File: config.mk
export PLATFORM = sky130hd
export DESIGN_NAME = flash_request_chunk_splitter_top
export DESIGN_NICKNAME = d
export VERILOG_FILES = /design/src/hdl/frcs_pkg.sv /design/src/hdl/frcs_dp.sv /design/src/hdl/frcs_ctrl.sv /design/src/hdl/flash_request_chunk_splitter_top.sv
export SDC_FILE = /design/constraint.sdc
export NUM_CORES = 2
export LEC_CHECK = 0
export BUFFER_PORTS_ARGS = -buffer_cell sky130_fd_sc_hd__buf_2
export CAP_MARGIN = 20
export CORE_MARGIN = 3
export CORE_UTILIZATION = 30
export CTS_BUF_LIST = sky130_fd_sc_hd__clkbuf_4 sky130_fd_sc_hd__clkbuf_8 sky130_fd_sc_hd__clkbuf_16
export DETAILED_ROUTE_END_ITERATION = 8
export GPL_TIMING_DRIVEN = 0
export PLACE_DENSITY = 0.53
export RECOVER_POWER = 25
export SYNTH_ARGS = -nofsm -noshare
export SYNTH_HDL_FRONTEND = slang
export SYNTH_SLANG_ARGS = --single-unit
File: constraint.sdc
create_clock -name i_clk -period 20.4 [get_ports i_clk]
set_clock_uncertainty 0.05 [all_clocks]
set_input_delay 4.08 -clock i_clk [delete_from_list [all_inputs] [get_ports i_clk]]
set_output_delay 4.08 -clock i_clk [all_outputs]
set_load 0.05 [all_outputs]
File: src/hdl/frcs_pkg.sv
// shared types and constants of the flash request chunk splitter
`timescale 1ns / 1ps

package frcs_pkg;

    localparam int ADDR_W = 32;
    localparam int CNT_W = 12;
    localparam int MSZ_W = 33;
    localparam int SMALL_W = 17;
    localparam int CFG_W = 33;
    localparam int CFG_IDX_W = 3;
    localparam int DIV_CNT_W = $clog2(ADDR_W);

    localparam int MAX_REQUEST_BYTES = 2048;
    localparam int MIN_BLOCK_BYTES = 64;

    typedef enum logic [1:0] {
        FUNC_READ       = 2'd0,
        FUNC_WRITE      = 2'd1,
        FUNC_ERASE_SEC  = 2'd2,
        FUNC_ERASE_CHIP = 2'd3
    } t_func;

    typedef enum logic [1:0] {
        ST_OK            = 2'd0,
        ST_ERR           = 2'd1,
        ST_INVAL         = 2'd2,
        ST_NOT_SUPPORTED = 2'd3
    } t_status;

    typedef enum logic [2:0] {
        CMD_READ       = 3'd0,
        CMD_PROG       = 3'd1,
        CMD_ERASE_SEC  = 3'd2,
        CMD_ERASE_CHIP = 3'd3,
        CMD_NONE       = 3'd4
    } t_command;

    typedef enum logic [2:0] {
        CFG_DEVICE_READY  = 3'd0,
        CFG_MEMORY_SIZE   = 3'd1,
        CFG_BASE_OFFSET   = 3'd2,
        CFG_READ_BLOCK    = 3'd3,
        CFG_PAGE_SIZE     = 3'd4,
        CFG_WRITE_ALIGN   = 3'd5,
        CFG_WRITE_GRANULE = 3'd6,
        CFG_ERASE_BLOCK   = 3'd7
    } t_cfg_idx;

    typedef enum logic [1:0] {
        DIV_SECTOR  = 2'd0,
        DIV_ALIGN   = 2'd1,
        DIV_GRANULE = 2'd2,
        DIV_PAGE    = 2'd3
    } t_div_sel;

    typedef enum logic [1:0] {
        OUT_FAIL  = 2'd0,
        OUT_CHIP  = 2'd1,
        OUT_SECT  = 2'd2,
        OUT_CHUNK = 2'd3
    } t_out_kind;

    typedef enum logic [3:0] {
        S_IDLE,
        S_CHECK,
        S_SEC_DIV,
        S_SEC_OUT,
        S_ALN_DIV,
        S_GRN_DIV,
        S_PG_DIV,
        S_CHUNK,
        S_FAIL
    } t_state;

    typedef struct packed {
        logic      accept;
        logic      div_start;
        t_div_sel  div_sel;
        logic      lim_load;
        logic      lim_from_rem;
        logic      out_load;
        t_out_kind out_kind;
        t_status   fail_status;
        logic      chunk_step;
    } t_dp_cmd;

    typedef struct packed {
        logic  ready_zero;
        logic  tmo_zero;
        t_func func;
        logic  count_big;
        logic  count_zero;
        logic  range_bad;
        logic  sect_oor;
        logic  eb_zero;
        logic  align_zero;
        logic  gran_zero;
        logic  blk_zero;
        logic  div_done;
        logic  rem_zero;
        logic  out_free;
        logic  chunk_last;
    } t_dp_sts;

endpackage

File: src/hdl/frcs_dp.sv
// datapath: config registers, request registers, shared remainder unit, result register
`timescale 1ns / 1ps

module frcs_dp (
    input  logic                                i_clk,
    input  logic                                i_rst_n,
    input  logic                                i_cfg_we,
    input  logic [frcs_pkg::CFG_IDX_W-1:0]      i_cfg_idx,
    input  logic [frcs_pkg::CFG_W-1:0]          i_cfg_data,
    input  logic [1:0]                          i_func,
    input  logic [frcs_pkg::ADDR_W-1:0]         i_start_addr,
    input  logic [frcs_pkg::CNT_W-1:0]          i_byte_count,
    input  logic [frcs_pkg::ADDR_W-1:0]         i_timeout_in,
    input  logic                                i_rsp_ready,
    input  frcs_pkg::t_dp_cmd                   i_cmd,
    output frcs_pkg::t_dp_sts                   o_sts,
    output logic                                o_rsp_valid,
    output logic [1:0]                          o_status,
    output logic [2:0]                          o_command,
    output logic [frcs_pkg::ADDR_W-1:0]         o_device_addr,
    output logic [frcs_pkg::CNT_W-1:0]          o_chunk_bytes,
    output logic [frcs_pkg::ADDR_W-1:0]         o_timeout_out,
    output logic                                o_last
);

    localparam int AW = frcs_pkg::ADDR_W;
    localparam int CW = frcs_pkg::CNT_W;
    localparam int MW = frcs_pkg::MSZ_W;
    localparam int SW = frcs_pkg::SMALL_W;
    localparam int DIV_CW = frcs_pkg::DIV_CNT_W;

    // config registers
    logic                r_dev_ready;
    logic [MW-1:0]       r_mem_size;
    logic [AW-1:0]       r_base;
    logic [AW-1:0]       r_read_block;
    logic [SW-1:0]       r_page_size;
    logic [SW-1:0]       r_write_align;
    logic [SW-1:0]       r_write_granule;
    logic [AW-1:0]       r_erase_block;

    // request registers
    frcs_pkg::t_func     r_func;
    logic [AW-1:0]       r_start;
    logic [CW-1:0]       r_count;
    logic [AW-1:0]       r_tmo;
    logic [AW-1:0]       r_addr;
    logic [CW-1:0]       r_left;
    logic [AW-1:0]       r_lim;

    // remainder unit
    logic                r_div_busy;
    logic                r_div_done;
    logic [DIV_CW-1:0]   r_div_cnt;
    logic [AW-1:0]       r_div_a;
    logic [AW-1:0]       r_div_d;
    logic [AW-1:0]       r_div_rem;

    // result register
    logic                r_out_valid;
    frcs_pkg::t_status   r_status;
    frcs_pkg::t_command  r_command;
    logic [AW-1:0]       r_dev_addr;
    logic [CW-1:0]       r_chunk;
    logic [AW-1:0]       r_tmo_out;
    logic                r_last;

    logic [MW-1:0]       msz;
    logic [AW-1:0]       blk_sel;
    logic [AW-1:0]       blk;
    logic                blk_zero;
    logic [CW-1:0]       chunk;
    logic [AW-1:0]       div_a;
    logic [AW-1:0]       div_d;
    logic [AW:0]         div_trial;
    logic                out_free;

    // config port
    always_ff @(posedge i_clk) begin
        if (!i_rst_n) begin
            r_dev_ready     <= 1'b0;
            r_mem_size      <= '0;
            r_base          <= '0;
            r_read_block    <= '0;
            r_page_size     <= SW'(256);
            r_write_align   <= SW'(1);
            r_write_granule <= SW'(1);
            r_erase_block   <= AW'(4096);
        end else if (i_cfg_we) begin
            case (frcs_pkg::t_cfg_idx'(i_cfg_idx))
                frcs_pkg::CFG_DEVICE_READY:  r_dev_ready     <= i_cfg_data[0];
                frcs_pkg::CFG_MEMORY_SIZE:   r_mem_size      <= i_cfg_data[MW-1:0];
                frcs_pkg::CFG_BASE_OFFSET:   r_base          <= i_cfg_data[AW-1:0];
                frcs_pkg::CFG_READ_BLOCK:    r_read_block    <= i_cfg_data[AW-1:0];
                frcs_pkg::CFG_PAGE_SIZE:     r_page_size     <= i_cfg_data[SW-1:0];
                frcs_pkg::CFG_WRITE_ALIGN:   r_write_align   <= i_cfg_data[SW-1:0];
                frcs_pkg::CFG_WRITE_GRANULE: r_write_granule <= i_cfg_data[SW-1:0];
                frcs_pkg::CFG_ERASE_BLOCK:   r_erase_block   <= i_cfg_data[AW-1:0];
                default: begin
                end
            endcase
        end
    end

    // memory size above 2^32 counts as 2^32
    assign msz = r_mem_size[MW-1] ? {1'b1, {(MW-1){1'b0}}} : r_mem_size;

    assign blk_sel  = (r_func == frcs_pkg::FUNC_WRITE) ? {{(AW-SW){1'b0}}, r_page_size}
                                                       : r_read_block;
    assign blk_zero = (blk_sel == '0);
    assign blk      = (!blk_zero && blk_sel < AW'(frcs_pkg::MIN_BLOCK_BYTES))
                      ? AW'(frcs_pkg::MIN_BLOCK_BYTES) : blk_sel;

    assign chunk = (!blk_zero && r_lim < {{(AW-CW){1'b0}}, r_left}) ? r_lim[CW-1:0] : r_left;

    assign out_free = !r_out_valid || i_rsp_ready;

    always_comb begin
        o_sts            = '0;
        o_sts.ready_zero = !r_dev_ready;
        o_sts.tmo_zero   = (r_tmo == '0);
        o_sts.func       = r_func;
        o_sts.count_big  = ({{(AW-CW){1'b0}}, r_count} > AW'(frcs_pkg::MAX_REQUEST_BYTES));
        o_sts.count_zero = (r_count == '0);
        o_sts.sect_oor   = ({1'b0, r_start} >= msz);
        o_sts.range_bad  = o_sts.sect_oor
                           || ({{(MW-CW){1'b0}}, r_count} > (msz - {1'b0, r_start}));
        o_sts.eb_zero    = (r_erase_block == '0);
        o_sts.align_zero = (r_write_align == '0);
        o_sts.gran_zero  = (r_write_granule == '0);
        o_sts.blk_zero   = blk_zero;
        o_sts.div_done   = r_div_done;
        o_sts.rem_zero   = (r_div_rem == '0);
        o_sts.out_free   = out_free;
        o_sts.chunk_last = (chunk == r_left);
    end

    // request and chunk walk
    always_ff @(posedge i_clk) begin
        if (i_cmd.accept) begin
            r_func  <= frcs_pkg::t_func'(i_func);
            r_start <= i_start_addr;
            r_count <= i_byte_count;
            r_tmo   <= i_timeout_in;
            r_addr  <= i_start_addr;
            r_left  <= i_byte_count;
        end
        if (i_cmd.lim_load) begin
            r_lim <= i_cmd.lim_from_rem ? (blk - r_div_rem) : blk;
        end
        if (i_cmd.chunk_step) begin
            r_addr <= r_addr + {{(AW-CW){1'b0}}, chunk};
            r_left <= r_left - chunk;
            r_lim  <= blk;
        end
    end

    // operand select for the remainder unit
    always_comb begin
        case (i_cmd.div_sel)
            frcs_pkg::DIV_SECTOR: begin
                div_a = r_start;
                div_d = r_erase_block;
            end
            frcs_pkg::DIV_ALIGN: begin
                div_a = r_start;
                div_d = {{(AW-SW){1'b0}}, r_write_align};
            end
            frcs_pkg::DIV_GRANULE: begin
                div_a = {{(AW-CW){1'b0}}, r_count};
                div_d = {{(AW-SW){1'b0}}, r_write_granule};
            end
            frcs_pkg::DIV_PAGE: begin
                div_a = r_start;
                div_d = blk;
            end
            default: begin
                div_a = r_start;
                div_d = r_erase_block;
            end
        endcase
    end

    // restoring remainder, one dividend bit per cycle
    assign div_trial = {r_div_rem, r_div_a[AW-1]};

    always_ff @(posedge i_clk) begin
        if (!i_rst_n) begin
            r_div_busy <= 1'b0;
            r_div_done <= 1'b0;
            r_div_cnt  <= '0;
        end else begin
            r_div_done <= 1'b0;
            if (i_cmd.div_start) begin
                r_div_busy <= 1'b1;
                r_div_cnt  <= '0;
            end else if (r_div_busy) begin
                r_div_cnt <= r_div_cnt + 1'b1;
                if (r_div_cnt == DIV_CW'(AW - 1)) begin
                    r_div_busy <= 1'b0;
                    r_div_done <= 1'b1;
                end
            end
        end
    end

    always_ff @(posedge i_clk) begin
        if (i_cmd.div_start) begin
            r_div_a   <= div_a;
            r_div_d   <= div_d;
            r_div_rem <= '0;
        end else if (r_div_busy) begin
            r_div_a <= {r_div_a[AW-2:0], 1'b0};
            if (div_trial >= {1'b0, r_div_d}) begin
                r_div_rem <= AW'(div_trial - {1'b0, r_div_d});
            end else begin
                r_div_rem <= div_trial[AW-1:0];
            end
        end
    end

    // result register
    always_ff @(posedge i_clk) begin
        if (!i_rst_n) begin
            r_out_valid <= 1'b0;
        end else if (i_cmd.out_load) begin
            r_out_valid <= 1'b1;
        end else if (i_rsp_ready) begin
            r_out_valid <= 1'b0;
        end
    end

    always_ff @(posedge i_clk) begin
        if (i_cmd.out_load) begin
            case (i_cmd.out_kind)
                frcs_pkg::OUT_FAIL: begin
                    r_status   <= i_cmd.fail_status;
                    r_command  <= frcs_pkg::CMD_NONE;
                    r_dev_addr <= '0;
                    r_chunk    <= '0;
                    r_tmo_out  <= '0;
                    r_last     <= 1'b1;
                end
                frcs_pkg::OUT_CHIP: begin
                    r_status   <= frcs_pkg::ST_OK;
                    r_command  <= frcs_pkg::CMD_ERASE_CHIP;
                    r_dev_addr <= '0;
                    r_chunk    <= '0;
                    r_tmo_out  <= r_tmo;
                    r_last     <= 1'b1;
                end
                frcs_pkg::OUT_SECT: begin
                    r_status   <= frcs_pkg::ST_OK;
                    r_command  <= frcs_pkg::CMD_ERASE_SEC;
                    r_dev_addr <= r_start - r_div_rem + r_base;
                    r_chunk    <= '0;
                    r_tmo_out  <= r_tmo;
                    r_last     <= 1'b1;
                end
                frcs_pkg::OUT_CHUNK: begin
                    r_status   <= frcs_pkg::ST_OK;
                    r_command  <= (r_func == frcs_pkg::FUNC_WRITE) ? frcs_pkg::CMD_PROG
                                                                   : frcs_pkg::CMD_READ;
                    r_dev_addr <= r_addr + r_base;
                    r_chunk    <= chunk;
                    r_tmo_out  <= r_tmo;
                    r_last     <= (chunk == r_left);
                end
                default: begin
                    r_status   <= i_cmd.fail_status;
                    r_command  <= frcs_pkg::CMD_NONE;
                    r_dev_addr <= '0;
                    r_chunk    <= '0;
                    r_tmo_out  <= '0;
                    r_last     <= 1'b1;
                end
            endcase
        end
    end

    assign o_rsp_valid   = r_out_valid;
    assign o_status      = r_status;
    assign o_command     = r_command;
    assign o_device_addr = r_dev_addr;
    assign o_chunk_bytes = r_chunk;
    assign o_timeout_out = r_tmo_out;
    assign o_last        = r_last;

`ifndef SYNTHESIS
    a_div_rem_below_divisor: assert property (@(posedge i_clk) disable iff (!i_rst_n)
        r_div_done |-> (r_div_rem < r_div_d))
        else $error("remainder not below divisor");

    a_div_start_idle: assert property (@(posedge i_clk) disable iff (!i_rst_n)
        i_cmd.div_start |-> !r_div_busy)
        else $error("remainder unit restarted while busy");

    a_chunk_nonzero: assert property (@(posedge i_clk) disable iff (!i_rst_n)
        (i_cmd.out_load && i_cmd.out_kind == frcs_pkg::OUT_CHUNK) |-> (chunk != '0))
        else $error("empty chunk issued");

    a_load_when_free: assert property (@(posedge i_clk) disable iff (!i_rst_n)
        i_cmd.out_load |-> out_free)
        else $error("result register overwritten");
`endif

endmodule

File: src/hdl/frcs_ctrl.sv
// controller state machine: request checks, remainder jobs and command issue
`timescale 1ns / 1ps

module frcs_ctrl (
    input  logic              i_clk,
    input  logic              i_rst_n,
    input  logic              i_req_valid,
    output logic              o_req_ready,
    input  frcs_pkg::t_dp_sts i_sts,
    output frcs_pkg::t_dp_cmd o_cmd
);

    frcs_pkg::t_state r_state;
    frcs_pkg::t_state n_state;

    always_ff @(posedge i_clk) begin
        if (!i_rst_n) begin
            r_state <= frcs_pkg::S_IDLE;
        end else begin
            r_state <= n_state;
        end
    end

    // next state
    always_comb begin
        n_state = r_state;
        case (r_state)
            frcs_pkg::S_IDLE: begin
                if (i_req_valid) begin
                    n_state = frcs_pkg::S_CHECK;
                end
            end
            frcs_pkg::S_CHECK: begin
                if (i_sts.ready_zero || i_sts.tmo_zero
                    || i_sts.func == frcs_pkg::FUNC_ERASE_CHIP) begin
                    if (i_sts.out_free) begin
                        n_state = frcs_pkg::S_IDLE;
                    end
                end else if (i_sts.func == frcs_pkg::FUNC_ERASE_SEC) begin
                    if (i_sts.eb_zero || i_sts.sect_oor) begin
                        if (i_sts.out_free) begin
                            n_state = frcs_pkg::S_IDLE;
                        end
                    end else begin
                        n_state = frcs_pkg::S_SEC_DIV;
                    end
                end else if (i_sts.count_big || i_sts.count_zero || i_sts.range_bad) begin
                    if (i_sts.out_free) begin
                        n_state = frcs_pkg::S_IDLE;
                    end
                end else if (i_sts.func == frcs_pkg::FUNC_WRITE) begin
                    if (!i_sts.align_zero) begin
                        n_state = frcs_pkg::S_ALN_DIV;
                    end else if (!i_sts.gran_zero) begin
                        n_state = frcs_pkg::S_GRN_DIV;
                    end else if (!i_sts.blk_zero) begin
                        n_state = frcs_pkg::S_PG_DIV;
                    end else begin
                        n_state = frcs_pkg::S_CHUNK;
                    end
                end else begin
                    n_state = frcs_pkg::S_CHUNK;
                end
            end
            frcs_pkg::S_SEC_DIV: begin
                if (i_sts.div_done) begin
                    n_state = frcs_pkg::S_SEC_OUT;
                end
            end
            frcs_pkg::S_SEC_OUT: begin
                if (i_sts.out_free) begin
                    n_state = frcs_pkg::S_IDLE;
                end
            end
            frcs_pkg::S_ALN_DIV: begin
                if (i_sts.div_done) begin
                    if (!i_sts.rem_zero) begin
                        n_state = frcs_pkg::S_FAIL;
                    end else if (!i_sts.gran_zero) begin
                        n_state = frcs_pkg::S_GRN_DIV;
                    end else if (!i_sts.blk_zero) begin
                        n_state = frcs_pkg::S_PG_DIV;
                    end else begin
                        n_state = frcs_pkg::S_CHUNK;
                    end
                end
            end
            frcs_pkg::S_GRN_DIV: begin
                if (i_sts.div_done) begin
                    if (!i_sts.rem_zero) begin
                        n_state = frcs_pkg::S_FAIL;
                    end else if (!i_sts.blk_zero) begin
                        n_state = frcs_pkg::S_PG_DIV;
                    end else begin
                        n_state = frcs_pkg::S_CHUNK;
                    end
                end
            end
            frcs_pkg::S_PG_DIV: begin
                if (i_sts.div_done) begin
                    n_state = frcs_pkg::S_CHUNK;
                end
            end
            frcs_pkg::S_CHUNK: begin
                if (i_sts.out_free && i_sts.chunk_last) begin
                    n_state = frcs_pkg::S_IDLE;
                end
            end
            frcs_pkg::S_FAIL: begin
                if (i_sts.out_free) begin
                    n_state = frcs_pkg::S_IDLE;
                end
            end
            default: begin
                n_state = frcs_pkg::S_IDLE;
            end
        endcase
    end

    // datapath commands
    always_comb begin
        o_cmd             = '0;
        o_cmd.div_sel     = frcs_pkg::DIV_SECTOR;
        o_cmd.out_kind    = frcs_pkg::OUT_FAIL;
        o_cmd.fail_status = frcs_pkg::ST_ERR;
        o_req_ready       = 1'b0;
        case (r_state)
            frcs_pkg::S_IDLE: begin
                o_req_ready  = 1'b1;
                o_cmd.accept = i_req_valid;
            end
            frcs_pkg::S_CHECK: begin
                if (i_sts.ready_zero) begin
                    o_cmd.out_load = i_sts.out_free;
                end else if (i_sts.tmo_zero) begin
                    o_cmd.out_load    = i_sts.out_free;
                    o_cmd.fail_status = frcs_pkg::ST_INVAL;
                end else if (i_sts.func == frcs_pkg::FUNC_ERASE_CHIP) begin
                    o_cmd.out_load = i_sts.out_free;
                    o_cmd.out_kind = frcs_pkg::OUT_CHIP;
                end else if (i_sts.func == frcs_pkg::FUNC_ERASE_SEC) begin
                    if (i_sts.eb_zero || i_sts.sect_oor) begin
                        o_cmd.out_load = i_sts.out_free;
                    end else begin
                        o_cmd.div_start = 1'b1;
                    end
                end else if (i_sts.count_big) begin
                    o_cmd.out_load    = i_sts.out_free;
                    o_cmd.fail_status = frcs_pkg::ST_INVAL;
                end else if (i_sts.count_zero) begin
                    o_cmd.out_load    = i_sts.out_free;
                    o_cmd.fail_status = frcs_pkg::ST_OK;
                end else if (i_sts.range_bad) begin
                    o_cmd.out_load = i_sts.out_free;
                end else if (i_sts.func == frcs_pkg::FUNC_WRITE) begin
                    if (!i_sts.align_zero) begin
                        o_cmd.div_start = 1'b1;
                        o_cmd.div_sel   = frcs_pkg::DIV_ALIGN;
                    end else if (!i_sts.gran_zero) begin
                        o_cmd.div_start = 1'b1;
                        o_cmd.div_sel   = frcs_pkg::DIV_GRANULE;
                    end else if (!i_sts.blk_zero) begin
                        o_cmd.div_start = 1'b1;
                        o_cmd.div_sel   = frcs_pkg::DIV_PAGE;
                    end else begin
                        o_cmd.lim_load = 1'b1;
                    end
                end else begin
                    o_cmd.lim_load = 1'b1;
                end
            end
            frcs_pkg::S_SEC_OUT: begin
                o_cmd.out_load = i_sts.out_free;
                o_cmd.out_kind = frcs_pkg::OUT_SECT;
            end
            frcs_pkg::S_ALN_DIV: begin
                if (i_sts.div_done && i_sts.rem_zero) begin
                    if (!i_sts.gran_zero) begin
                        o_cmd.div_start = 1'b1;
                        o_cmd.div_sel   = frcs_pkg::DIV_GRANULE;
                    end else if (!i_sts.blk_zero) begin
                        o_cmd.div_start = 1'b1;
                        o_cmd.div_sel   = frcs_pkg::DIV_PAGE;
                    end else begin
                        o_cmd.lim_load = 1'b1;
                    end
                end
            end
            frcs_pkg::S_GRN_DIV: begin
                if (i_sts.div_done && i_sts.rem_zero) begin
                    if (!i_sts.blk_zero) begin
                        o_cmd.div_start = 1'b1;
                        o_cmd.div_sel   = frcs_pkg::DIV_PAGE;
                    end else begin
                        o_cmd.lim_load = 1'b1;
                    end
                end
            end
            frcs_pkg::S_PG_DIV: begin
                if (i_sts.div_done) begin
                    o_cmd.lim_load     = 1'b1;
                    o_cmd.lim_from_rem = 1'b1;
                end
            end
            frcs_pkg::S_CHUNK: begin
                o_cmd.out_load   = i_sts.out_free;
                o_cmd.out_kind   = frcs_pkg::OUT_CHUNK;
                o_cmd.chunk_step = i_sts.out_free;
            end
            frcs_pkg::S_FAIL: begin
                o_cmd.out_load = i_sts.out_free;
            end
            default: begin
            end
        endcase
    end

`ifndef SYNTHESIS
    a_chunk_ends_in_idle: assert property (@(posedge i_clk) disable iff (!i_rst_n)
        (r_state == frcs_pkg::S_CHUNK && i_sts.out_free && i_sts.chunk_last)
        |=> (r_state == frcs_pkg::S_IDLE))
        else $error("chunk walk did not finish on last chunk");

    a_sector_after_divide: assert property (@(posedge i_clk) disable iff (!i_rst_n)
        (r_state == frcs_pkg::S_SEC_OUT) |-> ($past(r_state) == frcs_pkg::S_SEC_DIV
                                              || $past(r_state) == frcs_pkg::S_SEC_OUT))
        else $error("sector result without remainder");

    a_accept_leads_to_check: assert property (@(posedge i_clk) disable iff (!i_rst_n)
        o_cmd.accept |=> (r_state == frcs_pkg::S_CHECK))
        else $error("transfer not followed by checks");
`endif

endmodule

File: src/hdl/flash_request_chunk_splitter_top.sv
// top level of the flash request chunk splitter
// rejected, empty and chip erase requests load their result from the check state; a failed
// write alignment or length pass loads it from the fail state; each remainder pass (sector,
// write alignment, write length, page offset) runs in the remainder unit; sector erase loads its
// command after its pass; chunks follow the checks and passes, then one per cycle while free
// synchronous active-low reset restores register defaults and empties the result register
`timescale 1ns / 1ps

module flash_request_chunk_splitter_top (
    input  logic                           i_clk,
    input  logic                           i_rst_n,
    input  logic                           i_cfg_we,
    input  logic [frcs_pkg::CFG_IDX_W-1:0] i_cfg_idx,
    input  logic [frcs_pkg::CFG_W-1:0]     i_cfg_data,
    input  logic                           i_req_valid,
    output logic                           o_req_ready,
    input  logic [1:0]                     i_func,
    input  logic [frcs_pkg::ADDR_W-1:0]    i_start_addr,
    input  logic [frcs_pkg::CNT_W-1:0]     i_byte_count,
    input  logic [frcs_pkg::ADDR_W-1:0]    i_timeout_in,
    output logic                           o_rsp_valid,
    input  logic                           i_rsp_ready,
    output logic [1:0]                     o_status,
    output logic [2:0]                     o_command,
    output logic [frcs_pkg::ADDR_W-1:0]    o_device_addr,
    output logic [frcs_pkg::CNT_W-1:0]     o_chunk_bytes,
    output logic [frcs_pkg::ADDR_W-1:0]    o_timeout_out,
    output logic                           o_last
);

    frcs_pkg::t_dp_cmd cmd;
    frcs_pkg::t_dp_sts sts;

    frcs_ctrl u_ctrl (
        .i_clk       (i_clk),
        .i_rst_n     (i_rst_n),
        .i_req_valid (i_req_valid),
        .o_req_ready (o_req_ready),
        .i_sts       (sts),
        .o_cmd       (cmd)
    );

    frcs_dp u_dp (
        .i_clk         (i_clk),
        .i_rst_n       (i_rst_n),
        .i_cfg_we      (i_cfg_we),
        .i_cfg_idx     (i_cfg_idx),
        .i_cfg_data    (i_cfg_data),
        .i_func        (i_func),
        .i_start_addr  (i_start_addr),
        .i_byte_count  (i_byte_count),
        .i_timeout_in  (i_timeout_in),
        .i_rsp_ready   (i_rsp_ready),
        .i_cmd         (cmd),
        .o_sts         (sts),
        .o_rsp_valid   (o_rsp_valid),
        .o_status      (o_status),
        .o_command     (o_command),
        .o_device_addr (o_device_addr),
        .o_chunk_bytes (o_chunk_bytes),
        .o_timeout_out (o_timeout_out),
        .o_last        (o_last)
    );

endmodule
==> impl_metrics.ini <==
[detailed_routing]
drtIter0Drc = 1983
top_layer_used = met5
first_pass_iters = 5
avgRoutedWirePerCell_um = 20.90
met3_length_um = 5593
wirelength_um = 112400
vias_per_cell = 5.112
vias = 27490
dr_wl_met2_um = 51800
ant_nets = 0
met1Wirelength_um = 50750
post-route-drc-count = 0

[placement]
pre_cts_slack_ns = 12.64
placedCellCount = 5251
post-dp-hpwl_um = 91000
port_buffers = 198
place.gp.congestion = 0.9413

[logic_synthesis]
yosysSeqAreaShare = 0.4183
synth_warnings = 0
syn-num-nets = 4017
synth_top_area_share = 0.2789
syn_area_per_cell_um2 = 8.847
yosys.area.top_type = edfxtp_1
ys_ff_latch = 525
syn_area_um2 = 32300
synth_cell_types = 93
ys_top_cells_by_area = edfxtp_1 28%, dfxtp_1 14%, ha_1 8.1%
postSynthCellCount = 3651
synthFlopType = edfxtp_1
async_flop_share = 0
synth_enable_flop_cells = 300

[timing]
setup_viol = 0
hold_viol_final = 0
timing.fmax_mhz = 129.3
tightest_slew_ns = 3.396
rsz0062_at_grt = false
min_period_ns = 7.736
fin_setup_tns_ns = 0
whs_ns = 0.3992
maxSlewViolCount = 56
timing.final.ws_setup_ns = 12.66
layout_worst_path_cycle_share = 0.3792
slew_headroom = -1.264

[die]
fp-row-count = 119
start_util = 0.3047
dieHeight_um = 334.1
dieWidth_um = 334.1
ios = 203
die-area_um2 = 111600
core_um2 = 106000

[power_and_ir_drop]
ir_worst_vdd_v = 0.00005170
powerDensity_nw_per_um2 = 83.81
fin_total_pwr_uw = 3139
cellLeakagePower_uw = 0.01508

[clocking]
path_clk_slew_ns = 0.06
cts_htree_levels = 3
clock-sinks = 525
root_buffer = clkbuf_16
post_cts_buffers = 0
cts_buffer_depth = 3
holdBufCountCts = 0
cts-buffers-inserted = 67
clock_latency_ns = 0.65
ctsResizeCount = 0
cts_tree = built

[critical_path]
cp-start-kind = flip-flop
r2r_start = u_dp.r_func[1]
worstPathMaxFanout = 10
crit_arrival_ns = 8.02
setup.worst_path.class = reg -> reg
critPathCaptureType = flip-flop
required_ns = 20.69
setup.worst_path.start = u_dp.r_func[1]

[grt]
overflow = 0
grt_pass1_vias = 26610
grt_max_degree = 56
grt_pass1_wl_um = 165600
grt_antenna_before_repair = 4
track_usage = 0.1959

[flow_run]
max-cap-violations = 1

[layout]
num-fill-cells = 11080
final_cell_count_no_fill = 5377
drive_gt1_frac = 0.08956
fin_nets = 4298
antennaDiodeCount = 0
syn_to_final_growth_pct = 15.96

[min_path]
worstHoldStart = u_dp.r_mem_size[31]
hold_path.class = reg -> reg

[run_status]
violations = max-capacitance violations, max-slew violations
status = finished, violations left
-- power by group --
group | internal [uW] | total [uW] | switching [uW]
registers | 1180 | 1250 | 62.2
clock network | 733 | 1240 | 502
logic | 232 | 658 | 426
total | 2150 | 3140 | 990
-- critical path, stage by stage (launching register included) --
cell	delay, ns
edfxtp_1	0.43
clkbuf_1	0.25
nor2b_1	0.15
clkbuf_1	0.53
mux2_1	0.49
nand2b_1	0.29
nand2b_1	0.33
and3_1	0.25
o21ai_0	0.31
clkbuf_1	0.63
mux2i_1	0.51
inv_1	0.19
ha_1	0.32
a21o_1	0.12
a21oi_1	0.09
o21ai_0	0.18
a21oi_1	0.13
o21ai_0	0.20
a21oi_1	0.16
o311a_1	0.42
nand2_1	0.21
nand2_1	0.24
or2_2	0.39
nor3_1	0.31
xnor2_1	0.17
o21ai_0	0.09
-- stage by stage --
step	util	instance area (um2)
after detailed placement	0.3322	35220
after global placement	0.3305	35030
after CTS	0.3539	37510
after floorplan	-	32300
after global routing	0.3533	37460
final	0.3533	37460
-- registers in the layout, summed over array words and instances, names as in the netlist, 32 cells and up --
register            cells
u_dp.r_base            32
u_dp.r_div_a           32
u_dp.o_device_addr     32
u_dp.r_erase_block     32
u_dp.r_div_rem         32
u_dp.o_timeout_out     32
u_dp.r_tmo             32
u_dp.r_read_block      32
u_dp.r_div_d           32
u_dp.r_addr            32
u_dp.r_start           32
u_dp.r_mem_size        33
u_dp.r_lim             32
-- placed cells by master (no fill, tap or decap), types with 11 or more instances in the layout --
cell / count
nor2b_1: 117
clkbuf_16: 70
buf_2: 169
nand3_1: 53
a22oi_1: 23
o21a_1: 20
o21ai_0: 148
nor2_1: 234
and3_1: 23
or2_2: 23
nand2b_1: 35
fa_1: 37
o211ai_1: 27
and2_1: 11
o31ai_1: 13
clkbuf_1: 174
nand4_1: 45
xor2_1: 67
xnor2_1: 101
a22o_1: 17
or3_1: 13
ha_1: 210
mux2i_1: 49
a21o_1: 66
edfxtp_1: 300
dfxtp_1: 225
nor3_1: 37
a211o_1: 13
nor4_1: 55
a21oi_1: 389
o22ai_1: 35
nand2_1: 596
a211oi_1: 45
a31oi_1: 20
clkbuf_4: 18
inv_1: 292
o21bai_1: 21
-- cell usage after synthesis (21+ instances only) --
master / count
a211oi_1: 45
a21o_1: 66
a21oi_1: 389
a22oi_1: 23
and3_1: 23
clkbuf_1: 127
dfxtp_1: 225
edfxtp_1: 300
fa_1: 37
ha_1: 210
inv_1: 293
mux2i_1: 49
nand2_1: 597
nand2b_1: 35
nand3_1: 53
nand4_1: 45
nor2_1: 235
nor2b_1: 117
nor3_1: 38
nor4_1: 56
o211ai_1: 27
o21ai_0: 147
o21bai_1: 21
o22ai_1: 35
or2_2: 23
xnor2_1: 101
xor2_1: 67
-- routing by layer --
layer | GRT usage | vias up
li1 | - | 13450
met1 | 0.2587 | 13090
met2 | 0.3263 | 760
met3 | 0.02642 | 182
met4 | 0.07434 | 6
met5 | 0 | -
-- cell families (layout without fill, tap and decap cells) --
group / count (synthesis) / after routing / synth area share
adders and majority gates: 247 / 247 / 0.1043
muxes: 55 / 55 / 0.01739
DFF: 525 / 525 / 0.4183
AOI/OAI and AO/OA: 931 / 931 / 0.1792
and+or+nand+nor: 1274 / 1274 / 0.1806
xor gates and xnor gates: 168 / 168 / 0.04555
buffers and inverters: 451 / 786 / 0.05462
-- layout make-up --
type,instances,area (um2),share of cell area
well taps,1391,1740,0.04647
repair buffers,212,1091,0.02913
inverters,296,1112,0.02970
multi-input cells,2675,17050,0.4553
flip-flops and latches,525,13510,0.3608
clock buffers,89,1907,0.05091
clock inverters,34,386.6,0.01032
plain buffers,155,653.1,0.01744
-- worst paths after layout --
path / depth (start not counted) / slack, ns / endpoint
worst max-delay path: 25 / 12.66 / u_dp.r_addr[31]
worst max register to register: 25 / 12.66 / u_dp.r_addr[31]
worst min-delay path: 2 / 0.40 / u_dp.r_mem_size[31]
worst min register to register: 2 / 0.40 / u_dp.r_mem_size[31]
No activity file was read; power rests on OpenSTA's default activity.
